**config.mk**
```make
export PLATFORM = sky130hd
export DESIGN_NAME = hsl_to_rgb_converter_unit
export DESIGN_NICKNAME = d
export VERILOG_FILES = /design/src/rtl/hsl2rgb_pkg.sv /design/src/rtl/hsl2rgb_pipe_ctrl.sv /design/src/rtl/hsl2rgb_hue_map.sv /design/src/rtl/hsl_to_rgb_converter_unit.sv
export SDC_FILE = /design/constraint.sdc
export NUM_CORES = 1
export LEC_CHECK = 0
export BUFFER_PORTS_ARGS = -buffer_cell sky130_fd_sc_hd__buf_2
export CAP_MARGIN = 20
export CORE_UTILIZATION = 33
export DETAILED_ROUTE_END_ITERATION = 8
export PLACE_DENSITY = 0.5
export SYNTH_ARGS = -nofsm -noshare
export SYNTH_HDL_FRONTEND = slang
export SYNTH_HIERARCHICAL = 1
export SYNTH_SLANG_ARGS = --single-unit
```
**constraint.sdc**
```tcl
create_clock -name clk -period 11.79 [get_ports clk]
set_input_delay 1.7685 -clock clk [delete_from_list [all_inputs] [get_ports clk]]
set_output_delay 1.7685 -clock clk [all_outputs]
set_load 0.01 [all_outputs]
```
**src/rtl/hsl2rgb_pkg.sv**
```systemverilog
// Shared types, constants and helper functions for the HSL to RGB converter.
`timescale 1ns / 1ps
`default_nettype none

package hsl2rgb_pkg;

	// Fixed field widths.
	localparam int HUE_W = 13;
	localparam int CH_W  = 8;

	// Hue format: degrees with this many fraction bits.
	localparam int HUE_FRAC_BITS = 4;

	// One 60-degree sector in hue units, and the largest code the hue port can carry.
	localparam int HUE_SECTOR = 60 << HUE_FRAC_BITS;
	localparam int HUE_MAX    = (1 << HUE_W) - 1;

	// Highest sector index that a raw hue code can reach before the 360-degree wrap.
	localparam int THR_MAX = HUE_MAX / HUE_SECTOR;

	// Position inside the 120-degree period, and the triangle weight derived from it.
	localparam int U_W = $clog2(2 * HUE_SECTOR);
	localparam int W_W = $clog2(HUE_SECTOR + 1);

	// Chroma numerator (255 - |2L - 255|) * S and the product with the weight.
	localparam int CN_W = 16;
	localparam int P_W  = CN_W + W_W;
	localparam int V_W  = P_W - HUE_FRAC_BITS;

	// floor(2 * Cn * W / D) = floor((Cn * W >> frac) / X_DIV).
	localparam int X_DIV = HUE_SECTOR / (1 << (HUE_FRAC_BITS + 1));

	// Reciprocal of X_DIV, truncated; the estimate is low by at most one.
	localparam int RECIP_SH = V_W + 5;
	localparam longint RECIP_VAL = (longint'(1) << RECIP_SH) / X_DIV;
	localparam int M_W = $clog2(RECIP_VAL + 1);
	localparam logic [M_W-1:0] RECIP_M = M_W'(RECIP_VAL);

	// Channel numerators over 510 fit in 17 bits (at most 130050).
	localparam int Q_W = 17;

	// Pipeline depth, output register included.
	localparam int N_STAGES = 6;

	// 60-degree hue sectors, named by the hues they run between.
	typedef enum logic [2:0] {
		SECT_RED_YEL = 3'd0,
		SECT_YEL_GRN = 3'd1,
		SECT_GRN_CYN = 3'd2,
		SECT_CYN_BLU = 3'd3,
		SECT_BLU_MAG = 3'd4,
		SECT_MAG_RED = 3'd5
	} sector_t;

	// Per-stage load enables and valid flags from the pipeline control.
	typedef struct packed {
		logic [N_STAGES-1:0] load;
		logic [N_STAGES-1:0] valid;
	} pipe_ctl_t;

	// floor(q / 510) for q up to 130050, done as floor((q >> 1) / 255) with the
	// add-and-shift identity that is exact for dividends below 65535.
	function automatic logic [CH_W-1:0] div510(input logic [Q_W-1:0] q);
		logic [15:0] x;
		logic [16:0] sum;
		x   = q[Q_W-1:1];
		sum = 17'(x) + 17'd1 + 17'(x[15:8]);
		return sum[15:8];
	endfunction

endpackage

`default_nettype wire

```
**src/rtl/hsl2rgb_pipe_ctrl.sv**
```systemverilog
// Valid tracking and stall propagation for the converter pipeline.
`timescale 1ns / 1ps
`default_nettype none

module hsl2rgb_pipe_ctrl (
	input  wire logic                  clk,
	input  wire logic                  arst_n,
	input  wire logic                  hsl_valid,
	output logic                       hsl_stall,
	input  wire logic                  rgb_stall,
	output hsl2rgb_pkg::pipe_ctl_t     ctl
);

	localparam int N = hsl2rgb_pkg::N_STAGES;

	logic [N-1:0] valid_q;
	logic [N-1:0] ready;

	// A stage can load when it is empty or when the stage after it moves on,
	// so bubbles collapse while the output is stalled.
	always_comb begin
		ready[N-1] = !valid_q[N-1] || !rgb_stall;
		for (int k = N - 2; k >= 0; k--) begin
			ready[k] = !valid_q[k] || ready[k+1];
		end
	end

	always_ff @(posedge clk or negedge arst_n) begin
		if (!arst_n) begin
			valid_q <= '0;
		end else begin
			if (ready[0]) begin
				valid_q[0] <= hsl_valid;
			end
			for (int k = 1; k < N; k++) begin
				if (ready[k]) begin
					valid_q[k] <= valid_q[k-1];
				end
			end
		end
	end

	assign hsl_stall = !ready[0];
	assign ctl.load  = ready;
	assign ctl.valid = valid_q;

endmodule

`default_nettype wire

```
**src/rtl/hsl2rgb_hue_map.sv**
```systemverilog
// Hue wrap, 60-degree sector index and position within the 120-degree period.
`timescale 1ns / 1ps
`default_nettype none

module hsl2rgb_hue_map (
	input  wire logic [hsl2rgb_pkg::HUE_W-1:0] hue,
	output hsl2rgb_pkg::sector_t               sector,
	output logic [hsl2rgb_pkg::U_W-1:0]        pos
);

	localparam int HW  = hsl2rgb_pkg::HUE_W;
	localparam int UW  = hsl2rgb_pkg::U_W;
	localparam int D   = hsl2rgb_pkg::HUE_SECTOR;
	localparam int THR = hsl2rgb_pkg::THR_MAX;

	logic [THR:0]  ge;
	logic [UW-1:0] cand_pos [THR+1];
	hsl2rgb_pkg::sector_t cand_sect [THR+1];

	// One comparator per sector boundary; the boundaries are constants, so
	// the sector index and the start of its 120-degree period are too.
	for (genvar k = 0; k <= THR; k++) begin : g_thr
		localparam int LO   = k * D;
		localparam int BASE = (k / 2) * 2 * D;
		localparam int SECT = k % 6;
		assign ge[k]        = (hue >= HW'(LO));
		assign cand_pos[k]  = UW'(hue - HW'(BASE));
		assign cand_sect[k] = hsl2rgb_pkg::sector_t'(3'(SECT));
	end

	// The boundaries form a thermometer code; the highest one passed wins.
	always_comb begin
		sector = cand_sect[0];
		pos    = cand_pos[0];
		for (int k = 1; k <= THR; k++) begin
			if (ge[k]) begin
				sector = cand_sect[k];
				pos    = cand_pos[k];
			end
		end
	end

endmodule

`default_nettype wire

```
**src/rtl/hsl_to_rgb_converter_unit.sv**
```systemverilog
// Top level of the HSL to RGB converter: six-stage datapath and its handshakes.
`timescale 1ns / 1ps
`default_nettype none

// HSL to RGBA converter. Each transfer on the hsl channel carries a hue in
// sixteenths of a degree together with saturation, lightness and alpha as
// k/255 fractions; each transfer on the rgb channel returns the matching
// 8-bit red, green and blue, each equal to the floor of the exact rational
// result, with alpha passed through untouched. Hue codes at or beyond 360
// degrees wrap around. The block takes one transfer per clock cycle while
// hsl_stall is low and returns each result through six register stages:
// hue decode, chroma product, chroma-times-weight product, reciprocal
// estimate of the divide by the sector scale, its correction, and the final
// divide by 510 into the output register. A stall on the rgb side holds the
// output register; earlier stages keep filling empty slots, so the hsl side
// stalls only once every stage holds an item. There is no configuration and
// no state beyond the pipeline, and reset only empties the pipeline.
module hsl_to_rgb_converter_unit (
	input  wire logic                              clk,
	input  wire logic                              arst_n,

	input  wire logic                              hsl_valid,
	output logic                                   hsl_stall,
	input  wire logic [hsl2rgb_pkg::HUE_W-1:0]     hue,
	input  wire logic [hsl2rgb_pkg::CH_W-1:0]      saturation,
	input  wire logic [hsl2rgb_pkg::CH_W-1:0]      lightness,
	input  wire logic [hsl2rgb_pkg::CH_W-1:0]      alpha_in,

	output logic                                   rgb_valid,
	input  wire logic                              rgb_stall,
	output logic [hsl2rgb_pkg::CH_W-1:0]           red,
	output logic [hsl2rgb_pkg::CH_W-1:0]           green,
	output logic [hsl2rgb_pkg::CH_W-1:0]           blue,
	output logic [hsl2rgb_pkg::CH_W-1:0]           alpha_out
);

	localparam int CW    = hsl2rgb_pkg::CH_W;
	localparam int UW    = hsl2rgb_pkg::U_W;
	localparam int WW    = hsl2rgb_pkg::W_W;
	localparam int CNW   = hsl2rgb_pkg::CN_W;
	localparam int PW    = hsl2rgb_pkg::P_W;
	localparam int VW    = hsl2rgb_pkg::V_W;
	localparam int MW    = hsl2rgb_pkg::M_W;
	localparam int QW    = hsl2rgb_pkg::Q_W;
	localparam int FRAC  = hsl2rgb_pkg::HUE_FRAC_BITS;
	localparam int D     = hsl2rgb_pkg::HUE_SECTOR;
	localparam int XDIV  = hsl2rgb_pkg::X_DIV;
	localparam int RSH   = hsl2rgb_pkg::RECIP_SH;
	localparam int LAST  = hsl2rgb_pkg::N_STAGES - 1;

	hsl2rgb_pkg::pipe_ctl_t ctl;

	hsl2rgb_pipe_ctrl u_ctrl (
		.clk       (clk),
		.arst_n    (arst_n),
		.hsl_valid (hsl_valid),
		.hsl_stall (hsl_stall),
		.rgb_stall (rgb_stall),
		.ctl       (ctl)
	);

	// ---------------------------------------------------------------------
	// Stage 1: wrap the hue and find its sector and its position inside the
	// 120-degree period; fold lightness into the chroma scale
	// 255 - |2L - 255|, which never exceeds 254.
	// ---------------------------------------------------------------------
	hsl2rgb_pkg::sector_t sector_c;
	logic [UW-1:0]        pos_c;
	logic [8:0]           light_x2;
	logic [CW-1:0]        cm_c;

	hsl2rgb_hue_map u_hue_map (
		.hue    (hue),
		.sector (sector_c),
		.pos    (pos_c)
	);

	assign light_x2 = {lightness, 1'b0};
	assign cm_c     = lightness[CW-1] ? CW'(9'd510 - light_x2) : light_x2[CW-1:0];

	hsl2rgb_pkg::sector_t sector_s1;
	logic [UW-1:0]        pos_s1;
	logic [CW-1:0]        cm_s1;
	logic [CW-1:0]        sat_s1;
	logic [CW-1:0]        light_s1;
	logic [CW-1:0]        alpha_s1;

	always_ff @(posedge clk) begin
		if (ctl.load[0]) begin
			sector_s1 <= sector_c;
			pos_s1    <= pos_c;
			cm_s1     <= cm_c;
			sat_s1    <= saturation;
			light_s1  <= lightness;
			alpha_s1  <= alpha_in;
		end
	end

	// ---------------------------------------------------------------------
	// Stage 2: chroma numerator Cn = cm * S (c = Cn / 65025) and the
	// triangle weight W = D - |pos - D|, which runs 0..D..0 over the period.
	// ---------------------------------------------------------------------
	logic [UW-1:0] dist_c;
	logic [WW-1:0] w_c;

	always_comb begin
		if (pos_s1 >= UW'(D)) begin
			dist_c = pos_s1 - UW'(D);
		end else begin
			dist_c = UW'(D) - pos_s1;
		end
		w_c = WW'(D) - WW'(dist_c);
	end

	hsl2rgb_pkg::sector_t sector_s2;
	logic [CNW-1:0]       cn_s2;
	logic [WW-1:0]        w_s2;
	logic [CW-1:0]        light_s2;
	logic [CW-1:0]        alpha_s2;

	always_ff @(posedge clk) begin
		if (ctl.load[1]) begin
			sector_s2 <= sector_s1;
			cn_s2     <= CNW'(cm_s1) * CNW'(sat_s1);
			w_s2      <= w_c;
			light_s2  <= light_s1;
			alpha_s2  <= alpha_s1;
		end
	end

	// ---------------------------------------------------------------------
	// Stage 3: every channel is floor(N / 510) with
	//   full chroma  N = 510L + Cn
	//   zero         N = 510L - Cn   (never negative)
	//   x component  N = 510L - Cn + floor(2 * Cn * W / D)
	// Here the product Cn * W is formed and its fraction bits dropped, and
	// the two fixed numerators are built.
	// ---------------------------------------------------------------------
	logic [PW-1:0] p_c;
	logic [QW-1:0] l510_c;

	assign p_c    = PW'(cn_s2) * PW'(w_s2);
	assign l510_c = QW'({light_s2, 9'b0}) - QW'({light_s2, 1'b0});

	hsl2rgb_pkg::sector_t sector_s3;
	logic [VW-1:0]        v_s3;
	logic [QW-1:0]        qc_s3;
	logic [QW-1:0]        qz_s3;
	logic [CW-1:0]        alpha_s3;

	always_ff @(posedge clk) begin
		if (ctl.load[2]) begin
			sector_s3 <= sector_s2;
			v_s3      <= p_c[PW-1:FRAC];
			qc_s3     <= l510_c + QW'(cn_s2);
			qz_s3     <= l510_c - QW'(cn_s2);
			alpha_s3  <= alpha_s2;
		end
	end

	// ---------------------------------------------------------------------
	// Stage 4: quotient estimate of v / XDIV by the truncated reciprocal.
	// The estimate is either exact or one short.
	// ---------------------------------------------------------------------
	logic [VW+MW-1:0] est_prod;

	assign est_prod = (VW + MW)'(v_s3) * (VW + MW)'(hsl2rgb_pkg::RECIP_M);

	hsl2rgb_pkg::sector_t sector_s4;
	logic [VW-1:0]        v_s4;
	logic [QW-1:0]        t0_s4;
	logic [QW-1:0]        qc_s4;
	logic [QW-1:0]        qz_s4;
	logic [CW-1:0]        alpha_s4;

	always_ff @(posedge clk) begin
		if (ctl.load[3]) begin
			sector_s4 <= sector_s3;
			v_s4      <= v_s3;
			t0_s4     <= QW'(est_prod >> RSH);
			qc_s4     <= qc_s3;
			qz_s4     <= qz_s3;
			alpha_s4  <= alpha_s3;
		end
	end

	// ---------------------------------------------------------------------
	// Stage 5: correct the estimate with one compare on the remainder, then
	// add the zero-channel numerator to get the x-channel numerator.
	// ---------------------------------------------------------------------
	logic [VW-1:0] rem_c;
	logic          bump_c;
	logic [QW-1:0] t_c;

	assign rem_c  = v_s4 - VW'(t0_s4) * VW'(XDIV);
	assign bump_c = (rem_c >= VW'(XDIV));
	assign t_c    = t0_s4 + QW'(bump_c);

	hsl2rgb_pkg::sector_t sector_s5;
	logic [QW-1:0]        qx_s5;
	logic [QW-1:0]        qc_s5;
	logic [QW-1:0]        qz_s5;
	logic [CW-1:0]        alpha_s5;

	always_ff @(posedge clk) begin
		if (ctl.load[4]) begin
			sector_s5 <= sector_s4;
			qx_s5     <= t_c + qz_s4;
			qc_s5     <= qc_s4;
			qz_s5     <= qz_s4;
			alpha_s5  <= alpha_s4;
		end
	end

	// ---------------------------------------------------------------------
	// Stage 6: divide by 510 and route (c, x, 0) to red, green and blue by
	// sector. The numerators are bounded by 130050, so no channel ever
	// leaves 0..255 and no clamp is needed. This is the output register.
	// ---------------------------------------------------------------------
	logic [CW-1:0] ch_c;
	logic [CW-1:0] ch_x;
	logic [CW-1:0] ch_z;
	logic [CW-1:0] red_c;
	logic [CW-1:0] green_c;
	logic [CW-1:0] blue_c;

	assign ch_c = hsl2rgb_pkg::div510(qc_s5);
	assign ch_x = hsl2rgb_pkg::div510(qx_s5);
	assign ch_z = hsl2rgb_pkg::div510(qz_s5);

	always_comb begin
		case (sector_s5)
			hsl2rgb_pkg::SECT_RED_YEL: begin
				red_c = ch_c; green_c = ch_x; blue_c = ch_z;
			end
			hsl2rgb_pkg::SECT_YEL_GRN: begin
				red_c = ch_x; green_c = ch_c; blue_c = ch_z;
			end
			hsl2rgb_pkg::SECT_GRN_CYN: begin
				red_c = ch_z; green_c = ch_c; blue_c = ch_x;
			end
			hsl2rgb_pkg::SECT_CYN_BLU: begin
				red_c = ch_z; green_c = ch_x; blue_c = ch_c;
			end
			hsl2rgb_pkg::SECT_BLU_MAG: begin
				red_c = ch_x; green_c = ch_z; blue_c = ch_c;
			end
			hsl2rgb_pkg::SECT_MAG_RED: begin
				red_c = ch_c; green_c = ch_z; blue_c = ch_x;
			end
			default: begin
				red_c = ch_c; green_c = ch_z; blue_c = ch_x;
			end
		endcase
	end

	logic [CW-1:0] red_s6;
	logic [CW-1:0] green_s6;
	logic [CW-1:0] blue_s6;
	logic [CW-1:0] alpha_s6;

	always_ff @(posedge clk) begin
		if (ctl.load[5]) begin
			red_s6   <= red_c;
			green_s6 <= green_c;
			blue_s6  <= blue_c;
			alpha_s6 <= alpha_s5;
		end
	end

	assign rgb_valid = ctl.valid[LAST];
	assign red       = red_s6;
	assign green     = green_s6;
	assign blue      = blue_s6;
	assign alpha_out = alpha_s6;

endmodule

`default_nettype wire
```
== Yosys cells after proc, flatten, opt, wreduce, memory -nomap -nowiden ==
Index checks and enable logic that the tools add are counted.
Storage, ports and cells
  register bits: 342
  input port bits: 41
  output and inout port bits: 34
  word-level logic and storage cells: 118
Operators by class
  $add $sub $neg: 20
  multiply operators: 4
  order comparisons: 10
  equal/unequal tests: 4
  multiplexer cells: 19
  reduce and logical (&&, ||, !) cells: 22
Operators by type and width (number)
  $mux W11: 7
  $ge A13 B13 Y1 const B: 4
  $add A16 B1 Y16 const B: 3
  $add A16 B8 Y16: 3
  $pmux W8 S2: 3
  $sub A11 B11 Y11 const B: 4
  $mul A22 B21 Y42 const B: 1
  $ge A13 B12 Y1 const B: 2
  $mul A16 B10 Y26: 1
  $ge A22 B5 Y1 const B: 1
  $sub A22 B22 Y22: 1
  $mul A17 B4 Y21 const B: 1
  $sub A10 B10 Y10 const A: 2
  $add A17 B1 Y17: 1
  $add A17 B16 Y17: 1
  $add A17 B17 Y17: 1
  $sub A17 B16 Y17: 1
  $sub A17 B9 Y17: 1
  $mul A8 B8 Y16: 1
  $ge A13 B10 Y1 const B: 1
  $ge A13 B11 Y1 const B: 1
  $reduce_or A2 Y1: 6
  $ge A11 B10 Y1 const B: 1
  $mux W10: 1
  other kinds (13): 30

== Depth between registers and ports, before layout ==
  depth in word-level cells: 8
  mapped depth: 39
  depth with buffers taken out: 39

== Hierarchy ==
The synthesis kept the hierarchy.
By module, submodules not included
  hsl_to_rgb_converter_unit: times used 1, cells each 2475, area an instance 27043.4 um^2
  hsl2rgb_hue_map: times used 1, cells each 100, area an instance 708.2 um^2
  hsl2rgb_pipe_ctrl: times used 1, cells each 21, area an instance 242.7 um^2

== Worst setup path after synthesis ==
Ideal clock, no wire load.
  path type: reg-to-reg
  start point: reg t0_s4[3]
  end point: reg qx_s5[16] (data pin)
  arrival: 7.541 ns
  setup slack: 3.990 ns
  stages on the path, launching flop included: 40
  clock period less this slack: 7.800 ns
  cells stage by stage: edfxtp_1 > inv_1 > fa_1 > fa_1 > inv_1 > ha_1 > a21oi_1 > o21bai_1 > a21oi_1 > o21bai_1 > a211oi_1 > o21ai_0 > nand2_1 > o21ai_0 > or2_2 > a21oi_1 > xor2_1 > ha_1 > [4 not listed] > nor3_2 > nand4_1 > nor4_2 > a21oi_1 > inv_1 > fa_1 > nor2b_1 > o21ai_0 > a21boi_0 > o21ai_0 > a21boi_0 > o21ai_0 > a21boi_0 > o21ai_0 > a211oi_1 > a311o_1 > a21oi_1 > xnor2_1
Between the ends
  cells in the longest elaborated chain, start to end: 5
Ends and longest elaborated chain
  start, declared: line hsl_to_rgb_converter_unit.sv:171  | logic [QW-1:0] t0_s4;
  start signal, assigned: line hsl_to_rgb_converter_unit.sv:180  | t0_s4 <= QW'(est_prod >> RSH);
  $mul A17 B4 Y21: line hsl_to_rgb_converter_unit.sv:195  | assign rem_c = v_s4 - VW'(t0_s4) * VW'(XDIV);
  $sub A22 B22 Y22: line hsl_to_rgb_converter_unit.sv:195
  $ge A22 B5 Y1: line hsl_to_rgb_converter_unit.sv:196  | assign bump_c = (rem_c >= VW'(XDIV));
  $add A17 B1 Y17 *: line hsl_to_rgb_converter_unit.sv:197  | assign t_c = t0_s4 + QW'(bump_c);
  $add A17 B17 Y17 *: line hsl_to_rgb_converter_unit.sv:208  | qx_s5 <= t_c + qz_s4;
  end signal, assigned: line hsl_to_rgb_converter_unit.sv:208
  end, declared: line hsl_to_rgb_converter_unit.sv:200  | logic [QW-1:0] qx_s5;
Every way passes the cells marked *; elsewhere a longest branch is shown, timed or not.
A chain may end at the register's enable or synchronous reset.

== Worst setup path in the final report ==
Same ends and word-level chain as after synthesis.

==> impl_metrics.tcl <==
set metrics [dict create \
    outcome "finished clean" \
    end_kind "flip-flop" \
    drive_gt1_share_pct 6.585 \
    avgSynthCellArea_um2 10.78 \
    finalHoldViolations 0 \
    period_share_pct 77.05 \
    globalplace.congestion 0.8630 \
    wl_per_cell_um 16.18 \
    synth-simple-area-share_pct 10.99 \
    skew_ps 16.82 \
    max_slew_margin_pct 36.00 \
    start_util_pct 33.40 \
    cpPeakStageDelay_ps 540 \
    ctsHoldBuffers 0 \
    cpMaxStageDelayCell "or4_1" \
    die-area_um2 86000 \
    synth-xor-area-share_pct 4.975 \
    rows 106 \
    vias_per_cell 4.817 \
    synth_top_family_by_area "adder cells" \
    drt-total-wl_mm 61.85 \
    slew_violations 0 \
    synthesis.nets 3223 \
    postCtsSetupBuffers 0 \
    synthCells 2596 \
    worstPathArrival_ps 9400 \
    multi_input_area_um2 16450 \
    crit_required_ps 12100 \
    min_delay_worst_endpoint "sector_s3[1]$_DFFE_PP_" \
    drt-initial-drc-count 954 \
    synth_fa_ha_area_share_pct 32.01 \
    crit_fanout 4 \
    yosysSeqAreaShare_pct 35.18 \
    layout.area.seq_um2 9849 \
    ys_ff_latch 329 \
    syn_to_final_growth_pct 10.40 \
    dpl.hpwl_mm 49.35 \
    synth_area_um2 27990 \
    final_common_cell "inv_1" \
    grt.total_usage_pct 14.60 \
    fin_setup_tns_ps 0 \
    period_minus_slack_ps 9084 \
    rsz0062_at_grt "no" \
    grt_antenna_before_repair 0 \
    synth_mux_area_share_pct 0.2235 \
    cts_tree "yes" \
    cts_max_path_buffers 3 \
    hp-class "flip-flop to flip-flop" \
    grt_pass1_wl_mm 100.9 \
    htreeDepth 2 \
    die_x_um 293.3 \
    fillers 8270 \
    r2r-start "t0_s4[3]$_DFFE_PP_" \
    synth_compound_area_share_pct 10.53 \
    yosysWarnings 6 \
    tightest_slew_ps 960.0 \
    num_vias 18409 \
    min-delay-start "sector_s2[1]$_DFFE_PP_" \
    finalSetupViolations 0 \
    reg2reg_depth 38 \
    diodes 0 \
    clock_latency_ps 560 \
    ant_nets 0 \
    r2r_end "qx_s5[16]$_DFFE_PP_" \
    post_cts.resized_instances 0 \
    cts_num_sinks 329 \
    io_buffer_count 74 \
    grt_overflow 0 \
    drc 0 \
    final_cell_mix "381 x inv_1, 369 x ha_1, 323 x edfxtp_1" \
    pin_count 75 \
    grt_max_degree 69 \
    r2r_setup_slack_ps 2710 \
    post_synth_num_cell_types 87 \
    cp-start-kind "flip-flop" \
    cts_root_buf "clkbuf_16" \
    synth_edf_count 323 \
    fmax_ghz 0.1101 \
    drv_cap 0 \
    first_pass_iters 5 \
    hold_path_depth 0 \
    path_clk_slew_ps 60 \
    fp.dieH_um 293.3 \
    cts_made_buffers 39 \
    grt_pass1_vias 19333 \
    ys.flop_type "edfxtp_1" \
    coreArea_um2 83820 \
    synthArstFlopShare_pct 1.824 \
    worst-setup-path-type "flip-flop to flip-flop" \
    nets 3285 \
]
-- worst max-delay path, delay by kind of cell, from the launching register on --
kind	cells	cell delay, ps
fa+ha+maj	5	1830
xor+xnor	2	180
simple gates	8	1670
buf+inv	4	410
flops	1	500
compound gates	19	4240
-- cells in the mapped netlist (all sizes together), types with 6 or more instances --
cell / instances / area share [%]
o21bai: 20 / 0.54
o21ai: 112 / 2.0
xor2: 61 / 1.9
clkbuf: 48 / 0.64
inv: 384 / 5.2
dfrtp: 6 / 0.54
a31o: 6 / 0.19
nor3: 45 / 0.84
nand4: 12 / 0.27
or3: 10 / 0.22
and3: 15 / 0.34
nor4: 7 / 0.23
nand3: 34 / 0.61
a21boi: 13 / 0.35
nand2: 187 / 2.5
ha: 369 / 16
fa: 217 / 16
a221oi: 10 / 0.36
o31ai: 8 / 0.21
nand2b: 23 / 0.51
a21o: 29 / 0.78
nor2b: 17 / 0.38
and2: 119 / 2.7
a21oi: 106 / 1.9
buf: 13 / 0.28
a211oi: 14 / 0.38
xnor2: 98 / 3.1
a31oi: 11 / 0.25
o211ai: 11 / 0.29
edfxtp: 323 / 35
or2: 13 / 0.29
nor2: 128 / 1.7
o21a: 38 / 1.0
-- per-stage QoR --
stage / hold WS (ps) / setup slack (ps) / util [%] / instances / instance area [um2]
floorplan: 400.3 / 3990 / - / 2596 / 27990
global placement: 401.2 / 2972 / 35.29 / 3749 / 29580
detailed placement: 404.5 / 2759 / 35.30 / 3750 / 29590
CTS: 396.4 / 2724 / 36.84 / 3821 / 30880
global route: 391.7 / 1831 / 36.87 / 3822 / 30910
finish: 403.7 / 2706 / 36.87 / 3822 / 30910
-- state kept, by name, summed over array words and instances, names as in the netlist, 10 cells and up --
name	flops
qx_s5	16
qc_s3	16
v_s4	21
qz_s5	15
qz_s4	15
v_s3	22
qz_s3	15
qc_s5	16
pos_s1	11
cn_s2	15
w_s2	10
t0_s4	17
qc_s4	16
-- logic make-up after synthesis --
group	after synthesis
compound gates	447
xor+xnor	159
fa+ha+maj	586
buf+inv	445
flops	329
mux	6
simple gates	624
-- routing by layer --
metal | track usage (%) | part of all wire, % | up-vias
met3 | 1.868 | 3.3 | 82
met5 | 0 | 0 | -
met4 | 4.141 | 2.3 | 0
met1 | 19.36 | 46 | 9022
met2 | 24.89 | 48 | 278
li1 | - | - | 9027
-- layout make-up --
type,count,share of cell area [%]
clock buffer,45,3.231
clock inverter,26,0.9392
inverter,384,4.672
multi-input combinational,1822,53.24
sequential,329,31.87
tap,1134,4.591
timing repair buffer,82,1.457
-- how the worst max path moves through the flow --
stage                             startpoint             endpoint  cells after the start  slack, ps
after floorplan           t0_s4[3]$_DFFE_PP_  qx_s5[16]$_DFFE_PP_                     39       3990
after global placement    t0_s4[3]$_DFFE_PP_  qx_s5[16]$_DFFE_PP_                     39       2970
after detailed placement  t0_s4[3]$_DFFE_PP_  qx_s5[16]$_DFFE_PP_                     39       2760
after CTS                 t0_s4[3]$_DFFE_PP_  qx_s5[16]$_DFFE_PP_                     39       2720
after global routing      t0_s4[3]$_DFFE_PP_  qx_s5[16]$_DFFE_PP_                     39       1830
final                     t0_s4[3]$_DFFE_PP_  qx_s5[16]$_DFFE_PP_                     38       2710
Power is not shown: default switching activity piles up to over one toggle a cycle in this logic, so the estimate is an artifact.
